--- src/rtl/plx_pkg.sv ---
// ----------------------------------------------------------------------------
// plx_pkg
// Shared types, token kinds and character codes for the punctuation lexer.
// ----------------------------------------------------------------------------
`default_nettype none

package plx_pkg;

	// one source item
	typedef struct packed {
		logic [7:0] char_byte;
		logic       byte_valid;
		logic       end_of_source;
	} src_t;

	// one emitted token
	typedef struct packed {
		logic [4:0]  token_kind;
		logic [31:0] start_pos;
		logic [31:0] token_length;
		logic [31:0] line_number;
		logic        last_of_run;
	} tok_t;

	// all tokens caused by one source item
	typedef struct packed {
		logic [1:0]       count;
		tok_t [2:0]       toks;
	} tok_group_t;

	// scanner mode
	typedef enum logic [1:0] {
		MODE_NORMAL  = 2'd0,
		MODE_HELD    = 2'd1,
		MODE_COMMENT = 2'd2,
		MODE_STRING  = 2'd3
	} mode_t;

	// held operator codes
	localparam logic [2:0] HK_BANG    = 3'd0;
	localparam logic [2:0] HK_EQUAL   = 3'd1;
	localparam logic [2:0] HK_LESS    = 3'd2;
	localparam logic [2:0] HK_GREATER = 3'd3;
	localparam logic [2:0] HK_SLASH   = 3'd4;

	// token kinds
	localparam logic [4:0] KIND_LPAREN     = 5'd0;
	localparam logic [4:0] KIND_RPAREN     = 5'd1;
	localparam logic [4:0] KIND_LBRACE     = 5'd2;
	localparam logic [4:0] KIND_RBRACE     = 5'd3;
	localparam logic [4:0] KIND_COMMA      = 5'd4;
	localparam logic [4:0] KIND_DOT        = 5'd5;
	localparam logic [4:0] KIND_MINUS      = 5'd6;
	localparam logic [4:0] KIND_PLUS       = 5'd7;
	localparam logic [4:0] KIND_SEMICOLON  = 5'd8;
	localparam logic [4:0] KIND_STAR       = 5'd9;
	localparam logic [4:0] KIND_SLASH      = 5'd10;
	localparam logic [4:0] KIND_BANG       = 5'd11;
	localparam logic [4:0] KIND_BANG_EQUAL = 5'd12;
	localparam logic [4:0] KIND_STRING     = 5'd19;
	localparam logic [4:0] KIND_END        = 5'd20;
	localparam logic [4:0] KIND_UNEXPECTED = 5'd21;
	localparam logic [4:0] KIND_UNFINISHED = 5'd22;

	// character codes
	localparam logic [7:0] CH_LPAREN    = 8'h28;
	localparam logic [7:0] CH_RPAREN    = 8'h29;
	localparam logic [7:0] CH_LBRACE    = 8'h7B;
	localparam logic [7:0] CH_RBRACE    = 8'h7D;
	localparam logic [7:0] CH_COMMA     = 8'h2C;
	localparam logic [7:0] CH_DOT       = 8'h2E;
	localparam logic [7:0] CH_MINUS     = 8'h2D;
	localparam logic [7:0] CH_PLUS      = 8'h2B;
	localparam logic [7:0] CH_SEMICOLON = 8'h3B;
	localparam logic [7:0] CH_STAR      = 8'h2A;
	localparam logic [7:0] CH_BANG      = 8'h21;
	localparam logic [7:0] CH_EQUAL     = 8'h3D;
	localparam logic [7:0] CH_LESS      = 8'h3C;
	localparam logic [7:0] CH_GREATER   = 8'h3E;
	localparam logic [7:0] CH_SLASH     = 8'h2F;
	localparam logic [7:0] CH_QUOTE     = 8'h22;
	localparam logic [7:0] CH_NEWLINE   = 8'h0A;
	localparam logic [7:0] CH_TAB       = 8'h09;
	localparam logic [7:0] CH_CR        = 8'h0D;
	localparam logic [7:0] CH_SPACE     = 8'h20;

	// kind of a held operator, alone or with a trailing equal sign
	function automatic logic [4:0] held_kind(input logic [2:0] hk, input logic two);
		logic [4:0] base;
		base = KIND_BANG + 5'({hk[1:0], 1'b0});
		if (hk >= HK_SLASH) begin
			return KIND_SLASH;
		end
		return two ? base + 5'd1 : base;
	endfunction

endpackage

`default_nettype wire

--- src/rtl/plx_scan.sv ---
// ----------------------------------------------------------------------------
// plx_scan
// Input register, scanner state and the single-pass token logic.
// ----------------------------------------------------------------------------
`default_nettype none

module plx_scan
	import plx_pkg::*;
#(
	parameter int POS_BITS  = 32,
	parameter int LINE_BITS = 32
) (
	input  wire logic       clk,
	input  wire logic       arst_n,
	input  wire logic       src_valid,
	output logic            src_ready,
	input  wire src_t       src_data,
	input  wire logic       buf_free,
	output logic            buf_push,
	output tok_group_t      group
);

	localparam int PW  = POS_BITS + 1;
	localparam int PCW = (PW > 33) ? PW : 33;
	localparam int LCW = (LINE_BITS > 33) ? LINE_BITS : 33;

	// input stage
	logic valid_s1;
	src_t item_s1;

	// scanner state
	mode_t                mode_q, mode_d;
	logic [2:0]           hk_q, hk_d;
	logic [POS_BITS-1:0]  hs_q, hs_d;
	logic [POS_BITS-1:0]  ss_q, ss_d;
	logic [POS_BITS-1:0]  pos_q, pos_d;
	logic [LINE_BITS-1:0] line_q, line_d;
	logic                 fin_q, fin_d;

	logic       advance;
	logic       do_norm;
	logic [1:0] n;
	tok_t [2:0] t;
	logic [7:0] c;

	// clamp a position or length to the 32-bit result field
	function automatic logic [31:0] sat_pos(input logic [PW-1:0] v);
		logic [PCW-1:0] x;
		x = PCW'(v);
		return (x > PCW'(32'hFFFF_FFFF)) ? 32'hFFFF_FFFF : x[31:0];
	endfunction

	function automatic logic [31:0] sat_line(input logic [LINE_BITS-1:0] v);
		logic [LCW-1:0] x;
		x = LCW'(v);
		return (x > LCW'(32'hFFFF_FFFF)) ? 32'hFFFF_FFFF : x[31:0];
	endfunction

	// distance between two offsets, never below zero
	function automatic logic [PW-1:0] span(input logic [POS_BITS-1:0] from,
			input logic [POS_BITS-1:0] to);
		return (to > from) ? {1'b0, to - from} : '0;
	endfunction

	function automatic tok_t make_tok(input logic [4:0] kind, input logic [31:0] start,
			input logic [31:0] len, input logic [31:0] line);
		tok_t r;
		r.token_kind   = kind;
		r.start_pos    = start;
		r.token_length = len;
		r.line_number  = line;
		r.last_of_run  = 1'b0;
		return r;
	endfunction

	assign c = item_s1.char_byte;

	// scan one item: next state and up to three tokens
	always_comb begin
		mode_d  = mode_q;
		hk_d    = hk_q;
		hs_d    = hs_q;
		ss_d    = ss_q;
		pos_d   = pos_q;
		line_d  = line_q;
		fin_d   = fin_q;
		do_norm = 1'b0;
		n       = '0;
		t       = '0;
		if (valid_s1 && !fin_q) begin
			if (item_s1.byte_valid) begin
				case (mode_q)
					MODE_HELD: begin
						if (hk_q >= HK_SLASH && c == CH_SLASH) begin
							mode_d = MODE_COMMENT;
						end else if (hk_q < HK_SLASH && c == CH_EQUAL) begin
							t[n] = make_tok(held_kind(hk_q, 1'b1), sat_pos({1'b0, hs_q}),
								sat_pos(span(hs_q, pos_q) + PW'(1)), sat_line(line_d));
							n = n + 2'd1;
							mode_d = MODE_NORMAL;
						end else begin
							t[n] = make_tok(held_kind(hk_q, 1'b0), sat_pos({1'b0, hs_q}),
								32'd1, sat_line(line_d));
							n = n + 2'd1;
							mode_d  = MODE_NORMAL;
							do_norm = 1'b1;
						end
					end
					MODE_COMMENT: begin
						if (c == CH_NEWLINE) begin
							line_d = (&line_d) ? line_d : line_d + LINE_BITS'(1);
							mode_d = MODE_NORMAL;
						end
					end
					MODE_STRING: begin
						if (c == CH_QUOTE) begin
							t[n] = make_tok(KIND_STRING, sat_pos({1'b0, ss_q}),
								sat_pos(span(ss_q, pos_q) + PW'(1)), sat_line(line_d));
							n = n + 2'd1;
							mode_d = MODE_NORMAL;
						end else if (c == CH_NEWLINE) begin
							line_d = (&line_d) ? line_d : line_d + LINE_BITS'(1);
						end
					end
					default: begin
						do_norm = 1'b1;
					end
				endcase

				// plain scanning of the byte
				if (do_norm) begin
					case (c)
						CH_LPAREN, CH_RPAREN, CH_LBRACE, CH_RBRACE, CH_COMMA,
						CH_DOT, CH_MINUS, CH_PLUS, CH_SEMICOLON, CH_STAR: begin
							t[n] = make_tok(KIND_UNEXPECTED, sat_pos({1'b0, pos_q}), 32'd1,
								sat_line(line_d));
							case (c)
								CH_LPAREN:    t[n].token_kind = KIND_LPAREN;
								CH_RPAREN:    t[n].token_kind = KIND_RPAREN;
								CH_LBRACE:    t[n].token_kind = KIND_LBRACE;
								CH_RBRACE:    t[n].token_kind = KIND_RBRACE;
								CH_COMMA:     t[n].token_kind = KIND_COMMA;
								CH_DOT:       t[n].token_kind = KIND_DOT;
								CH_MINUS:     t[n].token_kind = KIND_MINUS;
								CH_PLUS:      t[n].token_kind = KIND_PLUS;
								CH_SEMICOLON: t[n].token_kind = KIND_SEMICOLON;
								default:      t[n].token_kind = KIND_STAR;
							endcase
							n = n + 2'd1;
						end
						CH_BANG, CH_EQUAL, CH_LESS, CH_GREATER, CH_SLASH: begin
							case (c)
								CH_BANG:    hk_d = HK_BANG;
								CH_EQUAL:   hk_d = HK_EQUAL;
								CH_LESS:    hk_d = HK_LESS;
								CH_GREATER: hk_d = HK_GREATER;
								default:    hk_d = HK_SLASH;
							endcase
							hs_d   = pos_q;
							mode_d = MODE_HELD;
						end
						CH_SPACE, CH_TAB, CH_CR: begin
						end
						CH_NEWLINE: begin
							line_d = (&line_d) ? line_d : line_d + LINE_BITS'(1);
						end
						CH_QUOTE: begin
							ss_d   = pos_q;
							mode_d = MODE_STRING;
						end
						default: begin
							t[n] = make_tok(KIND_UNEXPECTED, sat_pos({1'b0, pos_q}), 32'd1,
								sat_line(line_d));
							n = n + 2'd1;
						end
					endcase
				end

				pos_d = (&pos_q) ? pos_q : pos_q + POS_BITS'(1);
			end

			// end of source: flush held operator or open string, then end token
			if (item_s1.end_of_source) begin
				if (mode_d == MODE_HELD) begin
					t[n] = make_tok(held_kind(hk_d, 1'b0), sat_pos({1'b0, hs_d}), 32'd1,
						sat_line(line_d));
					n = n + 2'd1;
				end else if (mode_d == MODE_STRING) begin
					t[n] = make_tok(KIND_UNFINISHED, sat_pos({1'b0, ss_d}),
						sat_pos(span(ss_d, pos_d)), sat_line(line_d));
					n = n + 2'd1;
				end
				mode_d = MODE_NORMAL;
				t[n] = make_tok(KIND_END, sat_pos({1'b0, pos_d}), 32'd0, sat_line(line_d));
				n = n + 2'd1;
				fin_d = 1'b1;
			end
		end

		// mark the final token of the run
		for (int i = 0; i < 3; i++) begin
			t[i].last_of_run = (n == 2'(i + 1));
		end
	end

	// handoff to the result buffer
	assign advance     = valid_s1 && ((n == 2'd0) || buf_free);
	assign buf_push    = advance && (n != 2'd0);
	assign src_ready   = !valid_s1 || advance;
	assign group.count = n;
	assign group.toks  = t;

	// input stage control
	always_ff @(posedge clk or negedge arst_n) begin
		if (!arst_n) begin
			valid_s1 <= 1'b0;
		end else if (src_ready) begin
			valid_s1 <= src_valid;
		end
	end

	// input stage payload
	always_ff @(posedge clk) begin
		if (src_ready) begin
			item_s1 <= src_data;
		end
	end

	// scanner state
	always_ff @(posedge clk or negedge arst_n) begin
		if (!arst_n) begin
			mode_q <= MODE_NORMAL;
			hk_q   <= '0;
			hs_q   <= '0;
			ss_q   <= '0;
			pos_q  <= '0;
			line_q <= LINE_BITS'(1);
			fin_q  <= 1'b0;
		end else if (advance) begin
			mode_q <= mode_d;
			hk_q   <= hk_d;
			hs_q   <= hs_d;
			ss_q   <= ss_d;
			pos_q  <= pos_d;
			line_q <= line_d;
			fin_q  <= fin_d;
		end
	end

endmodule

`default_nettype wire

--- src/rtl/plx_tokbuf.sv ---
// ----------------------------------------------------------------------------
// plx_tokbuf
// Result register holding the tokens of one item, handed out one per request.
// ----------------------------------------------------------------------------
`default_nettype none

module plx_tokbuf
	import plx_pkg::*;
(
	input  wire logic       clk,
	input  wire logic       arst_n,
	input  wire logic       push,
	input  wire tok_group_t group,
	output logic            free,
	output logic            tok_valid,
	input  wire logic       tok_ready,
	output tok_t            tok_data
);

	logic [1:0] cnt_q;
	tok_t [2:0] slot_q;
	logic       take;

	// output side
	assign tok_valid = (cnt_q != 2'd0);
	assign tok_data  = slot_q[0];
	assign take      = tok_valid && tok_ready;
	assign free      = (cnt_q == 2'd0) || ((cnt_q == 2'd1) && tok_ready);

	// token count
	always_ff @(posedge clk or negedge arst_n) begin
		if (!arst_n) begin
			cnt_q <= '0;
		end else if (push) begin
			cnt_q <= group.count;
		end else if (take) begin
			cnt_q <= cnt_q - 2'd1;
		end
	end

	// token slots, shifted down as each request goes out
	always_ff @(posedge clk) begin
		if (push) begin
			slot_q <= group.toks;
		end else if (take) begin
			slot_q[0] <= slot_q[1];
			slot_q[1] <= slot_q[2];
		end
	end

endmodule

`default_nettype wire

--- src/rtl/punctuation_lexer.sv ---
// Path: a source byte passes the input register, the scan logic and the result register to its first token.
// Throughput: one source byte per cycle while each byte yields at most one token and tok_ready holds;
// a byte that yields more tokens holds the result register until they are taken.
// Reset: asynchronous; line count starts at one, position and mode clear,
// no clearing pass, items are taken right after reset.
// ----------------------------------------------------------------------------
// punctuation_lexer
// Streaming scanner for punctuation, operators, comments and strings.
// ----------------------------------------------------------------------------
`default_nettype none

module punctuation_lexer
	import plx_pkg::*;
#(
	parameter int POS_BITS  = 32,
	parameter int LINE_BITS = 32
) (
	input  wire logic clk,
	input  wire logic arst_n,
	input  wire logic src_valid,
	output logic      src_ready,
	input  wire src_t src_data,
	output logic      tok_valid,
	input  wire logic tok_ready,
	output tok_t      tok_data
);

	logic       buf_free;
	logic       buf_push;
	tok_group_t group;

	// scanner with input stage
	plx_scan #(
		.POS_BITS  (POS_BITS),
		.LINE_BITS (LINE_BITS)
	) u_scan (
		.clk       (clk),
		.arst_n    (arst_n),
		.src_valid (src_valid),
		.src_ready (src_ready),
		.src_data  (src_data),
		.buf_free  (buf_free),
		.buf_push  (buf_push),
		.group     (group)
	);

	// result register
	plx_tokbuf u_tokbuf (
		.clk       (clk),
		.arst_n    (arst_n),
		.push      (buf_push),
		.group     (group),
		.free      (buf_free),
		.tok_valid (tok_valid),
		.tok_ready (tok_ready),
		.tok_data  (tok_data)
	);

endmodule

`default_nettype wire
--- config.mk ---
export PLATFORM = sky130hd
export DESIGN_NAME = punctuation_lexer
export DESIGN_NICKNAME = d
export VERILOG_FILES = /design/src/rtl/plx_pkg.sv /design/src/rtl/plx_scan.sv /design/src/rtl/plx_tokbuf.sv /design/src/rtl/punctuation_lexer.sv
export SDC_FILE = /design/constraint.sdc
export NUM_CORES = 2
export LEC_CHECK = 0
export BUFFER_PORTS_ARGS = -buffer_cell sky130_fd_sc_hd__clkbuf_2
export CAP_MARGIN = 20
export CORE_MARGIN = 2
export CORE_UTILIZATION = 55
export CTS_CLUSTER_DIAMETER = 100
export DETAILED_ROUTE_END_ITERATION = 12
export PLACE_DENSITY = 0.81
export SLEW_MARGIN = 20
export SYNTH_ARGS = -nofsm -noshare
export SYNTH_HDL_FRONTEND = slang
export SYNTH_SLANG_ARGS = --single-unit
--- constraint.sdc ---
create_clock -name clk -period 11.9 [get_ports clk]
set_input_delay 0.595 -clock clk [delete_from_list [all_inputs] [get_ports clk]]
set_output_delay 0.595 -clock clk [all_outputs]
set_load 0.02 [all_outputs]
==> impl_metrics.yaml <==
logic_synthesis:
  synth.largest_area_cell: "edfxtp_1"
  syn-cell-area_um2: 35900
  async_flop_share_pct: 30.2
  netlist_instances: 4234
  synth-seq-cells: 453
  synth_edf_count: 316
  ys.flop_type: "edfxtp_1"
  ys_warn_count: 0
  synth.area.top_cells: "edfxtp_1 (26%), dfrtp_1 (9.5%), nand2_1 (5.0%), o21ai_0 (4.3%), ha_1 (4.0%)"
  synth_nets: 4367
  synth_cell_types: 98
  ys_seq_area_share_pct: 36.0
  synth_top_area_share_pct: 26.4
  yosysMostFrequentCell: "nand2_1"
  ys_top_cells_by_count: "nand2_1 (483), nor2_1 (351), edfxtp_1 (316)"
  avgSynthCellArea_um2: 8.48
clock_network:
  clk_latency_ns: 0.65
  path_clk_slew_ns: 0.07
  clock_sinks: 453
  cts_tree: "yes"
  ctsRootBufferMaster: "clkbuf_16"
  numCtsBuffers: 52
  post_cts.repair.setup_buffers: 0
  post_cts_resized: 0
  cts-htree-levels: 2
  ctsHoldBuffers: 0
  clk_path_buf_depth: 3
pwr:
  p_leak_nw: 14.8
  seqPwrFrac_pct: 31.7
  p_clk_share_pct: 26.3
  p_int_w: 0.00364
  peakVddDrop_uv: 156
  powerDensity_nw_per_um2: 169
  p_comb_share_pct: 42.0
  swShare_pct: 43.4
  p_switching_w: 0.00280
detailed_routing:
  highest-signal-layer: "met5"
  drtIter0Drc: 6695
  vias: 35300
  drc: 0
  first_pass_iters: 7
  dr_wl_met2_mm: 55.3
  drt-total-wl_mm: 139
  wl_met3_mm: 22.4
  viasPerCell: 7.12
  antenna_left: 0
  routedWlPerCell_um: 28.1
  met1_length_mm: 54.4
floorplan:
  die_area_um2: 67300
  die_y_um: 260
  initial_core_util_pct: 55.7
  io_pins: 118
  rows: 93
  die_width_um: 260
  core_area_um2: 64500
timing:
  period_share_pct: 65.8
  finalMaxSlewViolations: 0
  timing.fmax_mhz: 128
  max-slew-margin-rel_pct: 15.0
  rsz0062_at_grt: "no"
  finalWorstSetupSlack_ns: 4.06
  whs_ns: 0.0511
  worstMarginPinSlew_ns: 1.27
  setup_tns_ns: 0
  finalSetupViolations: 0
  period_needed_ns: 7.84
  final_hold_viol_count: 0
  fin_skew_ns: 0.0504
global_route:
  first_global_vias: 31900
  antenna_found_initial: 6
  grt_max_degree: 192
  grt_use_total_pct: 40.2
  overflow: 0
  grt_pass1_wl_mm: 204
worst_hold_path:
  min_path_type: "input port to asynchronous set/reset pin"
final_layout:
  syn2layout_area_growth_pct: 5.97
  nNetsFinal: 4189
  drive_gt1_share_pct: 8.98
  fin_util_pct: 59.0
  final_area_um2: 38100
critical_path:
  path_max_fanout: 26
  path_common_cell: "and3_1"
  worstSetupPathType: "flop to flop"
  cp.arrival_ns: 8.20
  worstSetupStartpointType: "flop"
  cp-end-kind: "flop"
  crit_family: "simple AND/OR/NAND/NOR gates"
  cp.required_ns: 12.27
  path_cells: "and3_1 > nand4_1 > o41a_1 > nand2_1 > nor2_1 > and3_1 > and3_1 > nand3_1 > xnor2_1 > ha_1 > nand4_1 > inv_1 > a21o_1 > a211o_1 > a21oi_1 > o31ai_1 > a21oi_1 > o21a_1 > a31oi_2 > buf_4 > and2_1 > a222oi_1 > nand2_1"
  cp_num_buf_inv: 2
  cp_slowest_cell: "dfrtp_1"
  cp_slowest_stage_delay_ns: 0.62
run_status:
  outcome: "completed"
placement:
  pre_cts_slack_ns: 4.45
  dp_hpwl_mm: 98.5
  place_area_um2: 36300
  io_buffers: 117
  gp_congestion: 1.11
job:
  maxCapViolations: 0
## per-layer routing
metal  vias to the layer above  global-route usage (%)
met3                       541                    15.1
li1                      15200                       -
met4                         4                    16.7
met1                     16600                    56.3
met5                         -                       0
met2                      2913                    55.3
## worst paths after layout
path / startpoint / endpoint / slack, ns / cells after the start
setup / recovery: u_scan.pos_q[26] / u_tokbuf.tok_data[61] / 4.06 / 23
hold / removal: arst_n / u_scan.line_q[14] / 0.05 / 1
setup reg to reg: u_scan.pos_q[26] / u_tokbuf.tok_data[61] / 4.06 / 23
hold reg to reg: u_scan.fin_q / u_scan.fin_q / 0.48 / 1
max in group asynchronous: arst_n / u_scan.hs_q[8] / 10.35 / 2
min in group clk: src_data[3] / u_scan.c[1] / 0.12 / 1
## final cells by class
type                       instances  area, um2
antenna                            2       5.00
clock buffer                      59       1340
clock inverter                    36        425
fill                            5719      26400
inverter                         130        493
multi-input combinational       3241      20700
sequential                       453      12900
tap                              855       1070
timing repair buffer             178       1070
## kinds of logic (layout without fill, tap and decap cells)
family	Yosys count	in the layout	share of synthesized area, %
flip-flops	453	453	36.0
AND/OR/NAND/NOR	1433	1433	19.3
buffers and inverters	540	403	6.77
other	0	2	0
adder cells (fa/ha/maj)	119	119	4.21
AO/OA/AOI/OAI	1294	1294	23.6
multiplexers	131	131	3.74
XOR/XNOR	264	264	6.44
## registers in the layout (all words and copies together), names as in the netlist
name               cells
u_scan.c               8
u_scan.fin_q           1
u_scan.hk_q            3
u_scan.hs_q           32
u_scan.item_s1         2
u_scan.line_q         32
u_scan.mode_q          2
u_scan.pos_q          32
u_scan.ss_q           32
u_scan.valid_s1        1
u_tokbuf.cnt_q         2
u_tokbuf.slot_q      204
u_tokbuf.tok_data    102
## power groups by stage
stage,combinational [W],sequential (W),clock (W)
floorplan,0.00169,0.00205,0
global placement,0.00253,0.00206,0
detailed placement,0.00254,0.00207,0
CTS,0.00256,0.00204,0.00169
global route,0.00278,0.00205,0.00175
finish,0.00270,0.00204,0.00169
## cell usage in the layout (no fill, tap or decap), types with 43 or more instances in the layout
cell,n
a211oi_1,45
a21o_1,94
a21oi_1,287
a221oi_1,55
a22oi_1,52
and3_1,58
buf_4,59
clkbuf_16,52
clkbuf_2,116
dfrtp_1,136
edfxtp_1,316
ha_1,116
inv_1,128
mux2i_1,107
nand2_1,480
nand3_1,108
nand4_1,60
nor2_1,345
nor3_1,72
o21a_1,44
o21ai_0,308
o221ai_1,45
o22ai_1,43
xnor2_1,155
xor2_1,109
## through the flow
step           power (W)  cells
2_1_floorplan    0.00374   4234
3_3_place_gp     0.00459   4857
3_5_place_dp     0.00461   4857
4_1_cts          0.00628   4952
5_1_grt          0.00658   4952
6_report         0.00644   4954
## worst reg2reg max path, delay by kind of cell, from the launching register on
| family | cells | cell delay (ns) |
|---|---|---|
| adder cells (fa/ha/maj) | 1 | 0.36 |
| buffers and inverters | 2 | 0.34 |
| AND/OR/NAND/NOR | 10 | 3.22 |
| flip-flops | 1 | 0.62 |
| XOR/XNOR | 1 | 0.43 |
| AO/OA/AOI/OAI | 9 | 2.58 |
(Power assumes the default switching activity.)
